### config.mk
export PLATFORM = sky130hd
export DESIGN_NAME = cst_queue
export DESIGN_NICKNAME = d
export VERILOG_FILES = /design/src/rtl/cst_pkg.sv /design/src/rtl/cst_queue.sv
export VERILOG_INCLUDE_DIRS = /design/src /design/src/rtl
export SDC_FILE = /design/constraint.sdc
export NUM_CORES = 1
export LEC_CHECK = 0
export BUFFER_PORTS_ARGS = -buffer_cell sky130_fd_sc_hd__buf_2
export CORE_UTILIZATION = 42
export CTS_BUF_LIST = sky130_fd_sc_hd__clkbuf_16
export DETAILED_ROUTE_END_ITERATION = 12
export PLACE_DENSITY = 0.66
export SLEW_MARGIN = 20
export SYNTH_ARGS = -nofsm -noshare
export SYNTH_HDL_FRONTEND = slang
export SYNTH_SLANG_ARGS = --single-unit
### constraint.sdc
create_clock -name clk_i -period 3.02 [get_ports clk_i]
set_clock_uncertainty 0.1 [all_clocks]
set_input_delay 0.151 -clock clk_i [delete_from_list [all_inputs] [get_ports clk_i]]
set_output_delay 0.151 -clock clk_i [all_outputs]
set_load 0.01 [all_outputs]
### src/rtl/assert_macros.svh
// Assertion macros shared by the semaphore table RTL.
`ifndef ASSERT_MACROS_SVH
`define ASSERT_MACROS_SVH

// Check a property on every rising edge while reset is released.
`define CST_ASSERT(lbl, clk, rstn, prop, msg) \
  lbl: assert property (@(posedge clk) disable iff (!rstn) (prop)) else $error(msg);

// Check that a condition never holds while reset is released.
`define CST_NEVER(lbl, clk, rstn, cond, msg) \
  lbl: assert property (@(posedge clk) disable iff (!rstn) !(cond)) else $error(msg);

`endif

### src/rtl/cst_pkg.sv
// Types and constants of the counting semaphore table.
package cst_pkg;

  localparam int unsigned IndexBits    = 9;
  localparam int unsigned InitBits     = 16;
  localparam int unsigned NumSemsDef   = 512;
  localparam int unsigned CountBitsDef = 16;
  localparam int unsigned QueueDepth   = 2;

  typedef enum logic [1:0] {
    OP_OPEN  = 2'd0,
    OP_CLOSE = 2'd1,
    OP_UP    = 2'd2,
    OP_DOWN  = 2'd3
  } op_e;

  typedef enum logic [1:0] {
    ST_OK    = 2'd0,
    ST_ERR   = 2'd1,
    ST_BLOCK = 2'd2
  } status_e;

  typedef enum logic [1:0] {
    BK_CLEAR = 2'd0,
    BK_IDLE  = 2'd1,
    BK_EXEC  = 2'd2
  } back_state_e;

  // Classified request as it travels from the front to the back.
  typedef struct packed {
    op_e                  op;
    logic                 range_err;
    logic                 init_err;
    logic [IndexBits-1:0] index;
    logic [InitBits-1:0]  init;
  } req_t;

endpackage

### src/rtl/cst_queue.sv
// Short request queue between front and back.
`include "assert_macros.svh"

module cst_queue (
  input  logic          clk_i,
  input  logic          rst_ni,
  input  logic          push_i,
  input  cst_pkg::req_t req_i,
  input  logic          pop_i,
  output cst_pkg::req_t req_o,
  output logic          full_o,
  output logic          empty_o
);

  localparam int unsigned PtrW = $clog2(cst_pkg::QueueDepth);
  localparam int unsigned CntW = $clog2(cst_pkg::QueueDepth + 1);

  cst_pkg::req_t   slot_q [cst_pkg::QueueDepth];
  logic [PtrW-1:0] wr_q, wr_d;
  logic [PtrW-1:0] rd_q, rd_d;
  logic [CntW-1:0] cnt_q, cnt_d;

  assign full_o  = cnt_q == CntW'(cst_pkg::QueueDepth);
  assign empty_o = cnt_q == '0;
  assign req_o   = slot_q[rd_q];

  always_comb begin
    wr_d  = wr_q;
    rd_d  = rd_q;
    cnt_d = cnt_q;
    if (push_i) begin
      wr_d = (wr_q == PtrW'(cst_pkg::QueueDepth - 1)) ? '0 : wr_q + 1'b1;
    end
    if (pop_i) begin
      rd_d = (rd_q == PtrW'(cst_pkg::QueueDepth - 1)) ? '0 : rd_q + 1'b1;
    end
    if (push_i && !pop_i) begin
      cnt_d = cnt_q + 1'b1;
    end else if (pop_i && !push_i) begin
      cnt_d = cnt_q - 1'b1;
    end
  end

  always_ff @(posedge clk_i or negedge rst_ni) begin
    if (!rst_ni) begin
      wr_q  <= '0;
      rd_q  <= '0;
      cnt_q <= '0;
    end else begin
      wr_q  <= wr_d;
      rd_q  <= rd_d;
      cnt_q <= cnt_d;
    end
  end

  always_ff @(posedge clk_i) begin
    if (push_i) begin
      slot_q[wr_q] <= req_i;
    end
  end

  `CST_NEVER(a_no_overflow, clk_i, rst_ni, push_i && full_o && !pop_i, "queue overflow")
  `CST_NEVER(a_no_underflow, clk_i, rst_ni, pop_i && empty_o, "queue underflow")

endmodule

# ---- Yosys cells after proc, flatten, opt, wreduce, memory -nomap -nowiden
# Memories as Yosys holds them, arrays and structs flattened.
# Index checks and enable logic that the tools add are counted.
dict set report op_classes {
  n_reduce_logical 6
  addsub 4
  n_bitwise 0
  multipliers 0
  n_eq_ne 1
  n_div 0
  n_shift 0
  n_lt_le_gt_ge 0
  n_mux 6
}
# op count
set op_table {}
lappend op_table {{two-way mux 1 bit} 4}
lappend op_table {{two-way mux 2 bit} 2}
lappend op_table {{adder 1 bit, second input constant} 2}
lappend op_table {{adder 2 x 1 -> 2 bit, second input constant} 1}
lappend op_table {{equality test 2 bit, second input constant} 1}
lappend op_table {{logical AND 1 bit} 2}
lappend op_table {{zero test 1 bit} 2}
lappend op_table {{zero test 2 bit} 1}
lappend op_table {{nonzero test 2 bit} 1}
lappend op_table {{subtractor 2 x 1 -> 2 bit, second input constant} 1}
dict set report word_totals {
  elab_cells 21
  latchBits 0
  memories 1
  mem_bits_rw 58
  regBits 4
  in_bits 33
  out_inout_bits 31
  mem_bits_ro 0
}
# name depth word_bits read_ports rd_ports_with_merged_regs write_ports line_no
set memory_table {}
lappend memory_table {slot_q 2 29 1 0 1 cst_queue.sv:18} ;# cst_pkg::req_t slot_q [cst_pkg::QueueDepth];

# ---- Depth between registers and ports, before layout
dict set report logic_depth {
  depth_word 4
  mapped_depth 5
  mapped_depth_nobuf 5
}

# ---- Least setup slack after synthesis
# OpenSTA, ideal clock, no wires.
dict set report synth_timing {
  path_kind {reg2reg}
  startpoint {register wr_q}
  endpoint {memory slot_q[0][0] (netlist bit), enable pin}
  t_arrival_ns 1.710
  required_time_ns 2.502
  period_less_slack_ns 2.228
  setup_slack_ns 0.792
  path_stages_with_launch 2
  setup_time_ns 0.418
  n_path_buf 0
  path_cell_list {dfrtp_1 nor2b_1}
}
# item line_no
set synth_lines {}
lappend synth_lines {{from (decl)} cst_queue.sv:19} ;# logic [PtrW-1:0] wr_q, wr_d;
lappend synth_lines {{from (signal assigned)} cst_queue.sv:50} ;# wr_q <= wr_d;
lappend synth_lines {{to (decl)} cst_queue.sv:18}
# No word-level cell before the write port.

==> flow_summary.toml <==
[outcome]
status = "completed"

[power_and_ir_drop]
leakagePower_nw = 1.41
p_switching_mw = 0.811
fin_total_pwr_mw = 3.06
cellPowerDensity_nw_per_um2 = 904
power.share.switching_pct = 26.5
share_clk_of_total_power_pct = 31.0
pwr-share-seq_pct = 43.0
irDropWorstVdd_mv = 0.658
power.internal_mw = 2.25
power_frac_comb_pct = 26.0

[die]
fp.coreArea_um2 = 5510
start_util_pct = 43.5
vertical_die_dimension_um = 77.6
floorplan.die.width_um = 77.6
io_pins = 64
num_rows = 27
die_area_um2 = 6010

[setup_path]
category_of_the_most_critical_setup_path = "register to primary output"
crit_buf_inv = 1
critical_path_required_ns = 2.77
worst_setup_path_end_kind = "primary output"
r2r_end = "slot_q[0][22]"
startpoint_type = "register"
timing.reg2reg.setup_slack_ns = 1.24
critical_path.reg2reg.startpoint = "wr_q"
worst_r2r_path_depth = 2
timing.critical_path.max_delay_family = "flip-flops"
critPathMaxFanout = 30
arrival_ns = 1.82
max_stage_delay_ns = 0.99
crit_slowest_cell = "sky130_fd_sc_hd__dfrtp_2"
cp_cell_sequence = "mux2_4 -> buf_2"

[clock_network]
clk_pin_slew_ns = 0.05
root_buffer = "sky130_fd_sc_hd__clkbuf_16"
cts.htree.levels = 3
clock_tree_buf_depth = 2
clock_sink_count = 62
cts_inserted_buffers = 9
cts.repair.resized = 0
worst_skew_pair.late_latency_ns = 0.31
clock_tree_from_tritoncts = "built"

[timing]
worst_slew_pin_slew_ns = 0.962
drv_slew = 0
rsz0062_at_grt = "no"
final.setup.tns_ns = 0
report.final.setup_viol = 0
finalCritPeriodShare_pct = 68.5
finalHoldViolCount = 0
worst_slew_margin_rel_pct = 35.9
finalCriticalPeriod_ns = 2.07
achievable-frequency_ghz = 0.483

[place]
placement.io_buffers = 63
place_congestion = 0.689
place_inst = 240
detailed_place_hpwl_um = 2530

[global_routing]
grt_first_pass_wirelength_um = 6710
antenna_found_initial = 0
global_route.usage.total_pct = 15.3
global_route.overflow_total = 0
grt_start_max_net_pins = 31
first_global_vias = 1430

[final_layout]
diodes = 0
area.growth.synth_to_final_pct = 41.4
post_layout_nonfiller_instances = 288
num-nets-final = 245
finish.utilization_pct = 61.6
post_route_cells_drive_above_1_share_pct = 50.5

[routing]
detailroute.via_count = 1293
final_ant_viol_nets = 0
drc_errors = 0
totalWireLength_um = 4190
drt-vias-per-instance = 4.49
detail_route.iter0.violations = 66
number_of_iterations_in_the_first_detailed_routing_pass = 4
route.detailed.wl_per_inst_um = 14.6

[yosys]
yosysWarningCount = 0
post_synth_inst_count = 106
synthDistinctLibCells = 11
netlist_area_um2 = 2400
syn-num-nets = 140
synth.ff_latch_count = 62
postSynthAreaPerCell_um2 = 22.6
seq_area_frac_synth_pct = 76.8

[min_path]
holdCritPathClass = "input pin to async pin"

[run]
maxCapViolations = 0
layer usage:
metal  routed length [µm]  part of all wire (%)  global-route usage, %
met5                    0                     0                      0
met4                   64                   1.5                   8.49
met3                  176                   4.2                   3.06
met2                 2260                    54                   27.3
met1                 1690                    40                   17.0
worst max path at each step:
stage	startpoint	end	slack [ns]	cells past startpoint
final	rd_q	req_o[12]	0.95	2
after global routing	rd_q	req_o[25]	0.86	2
after CTS	rd_q	req_o[5]	0.91	2
after detailed placement	wr_q	slot_q[0][22]	1.24	2
after global placement	wr_q	slot_q[0][8]	1.27	2
after floorplan	wr_q	slot_q[0][0]	0.79	1
cell type report:
cell class,instances,area (µm²)
Clock buffer,9,225
Multi-Input combinational cell,40,520
Tap cell,72,90.1
Timing Repair Buffer,97,651
Sequential cell,62,1840
Fill cell,432,2120
Inverter,1,3.75
Clock inverter,7,56.3
metrics by stage:
stage	instance area, µm²	setup slack [ns]	hold WS [ns]
after floorplan	2400	0.792	-0.245
after global placement	2790	1.27	-0.143
after detailed placement	2790	1.24	-0.138
after CTS	3390	0.911	0.0566
after global routing	3390	0.864	0.0847
final	3390	0.950	0.0734
power groups by stage:
stage | Combinational (mW) | Clock [mW] | Sequential [mW]
2_1_floorplan | 0.634 | 0 | 1.22
3_3_place_gp | 0.758 | 0 | 1.32
3_5_place_dp | 0.773 | 0 | 1.34
4_1_cts | 0.808 | 0.974 | 1.32
5_1_grt | 0.854 | 1.00 | 1.34
6_report | 0.797 | 0.949 | 1.32
sequential cells by signal (all words and copies together) (netlist names):
signal  cells
slot_q     58
cnt_q       2
rd_q        1
wr_q        1
cell usage in the layout, fill, tap and decap left out, types with 3 or more instances in the layout:
cell type	count
sky130_fd_sc_hd__buf_2	63
sky130_fd_sc_hd__xor2_1	4
sky130_fd_sc_hd__mux2_4	29
sky130_fd_sc_hd__edfxtp_1	58
sky130_fd_sc_hd__clkbuf_16	9
sky130_fd_sc_hd__clkinv_2	3
sky130_fd_sc_hd__dfrtp_1	3
sky130_fd_sc_hd__dlygate4sd3_1	32
timing repair:
action,4_1_cts,5_1_grt
buffers inserted,0,0
endpoints found under the hold margin,64,0
hold buffers,32,0
cells by family (layout without fill, tap and decap cells):
family / count (synthesis) / after routing / synth area share (%)
AND/OR/NAND/NOR: 5 / 5 / 1.10
flip-flops: 62 / 62 / 76.8
buffers and inverters: 4 / 114 / 1.57
XOR/XNOR: 5 / 5 / 1.83
multiplexers: 29 / 29 / 18.2
adder cells (fa/ha/maj): 1 / 1 / 0.522
synth_stat cells (all sizes together):
cell / n / area share (%)
mux2: 29 / 18
edfxtp: 58 / 73
inv: 1 / 0.16
xor2: 4 / 1.5
ha: 1 / 0.52
nor2: 2 / 0.31
xnor2: 1 / 0.37
dfrtp: 4 / 4.2
and2: 1 / 0.26
buf: 3 / 1.4
nor2b: 2 / 0.52
Power figures use the tool's default switching activity.
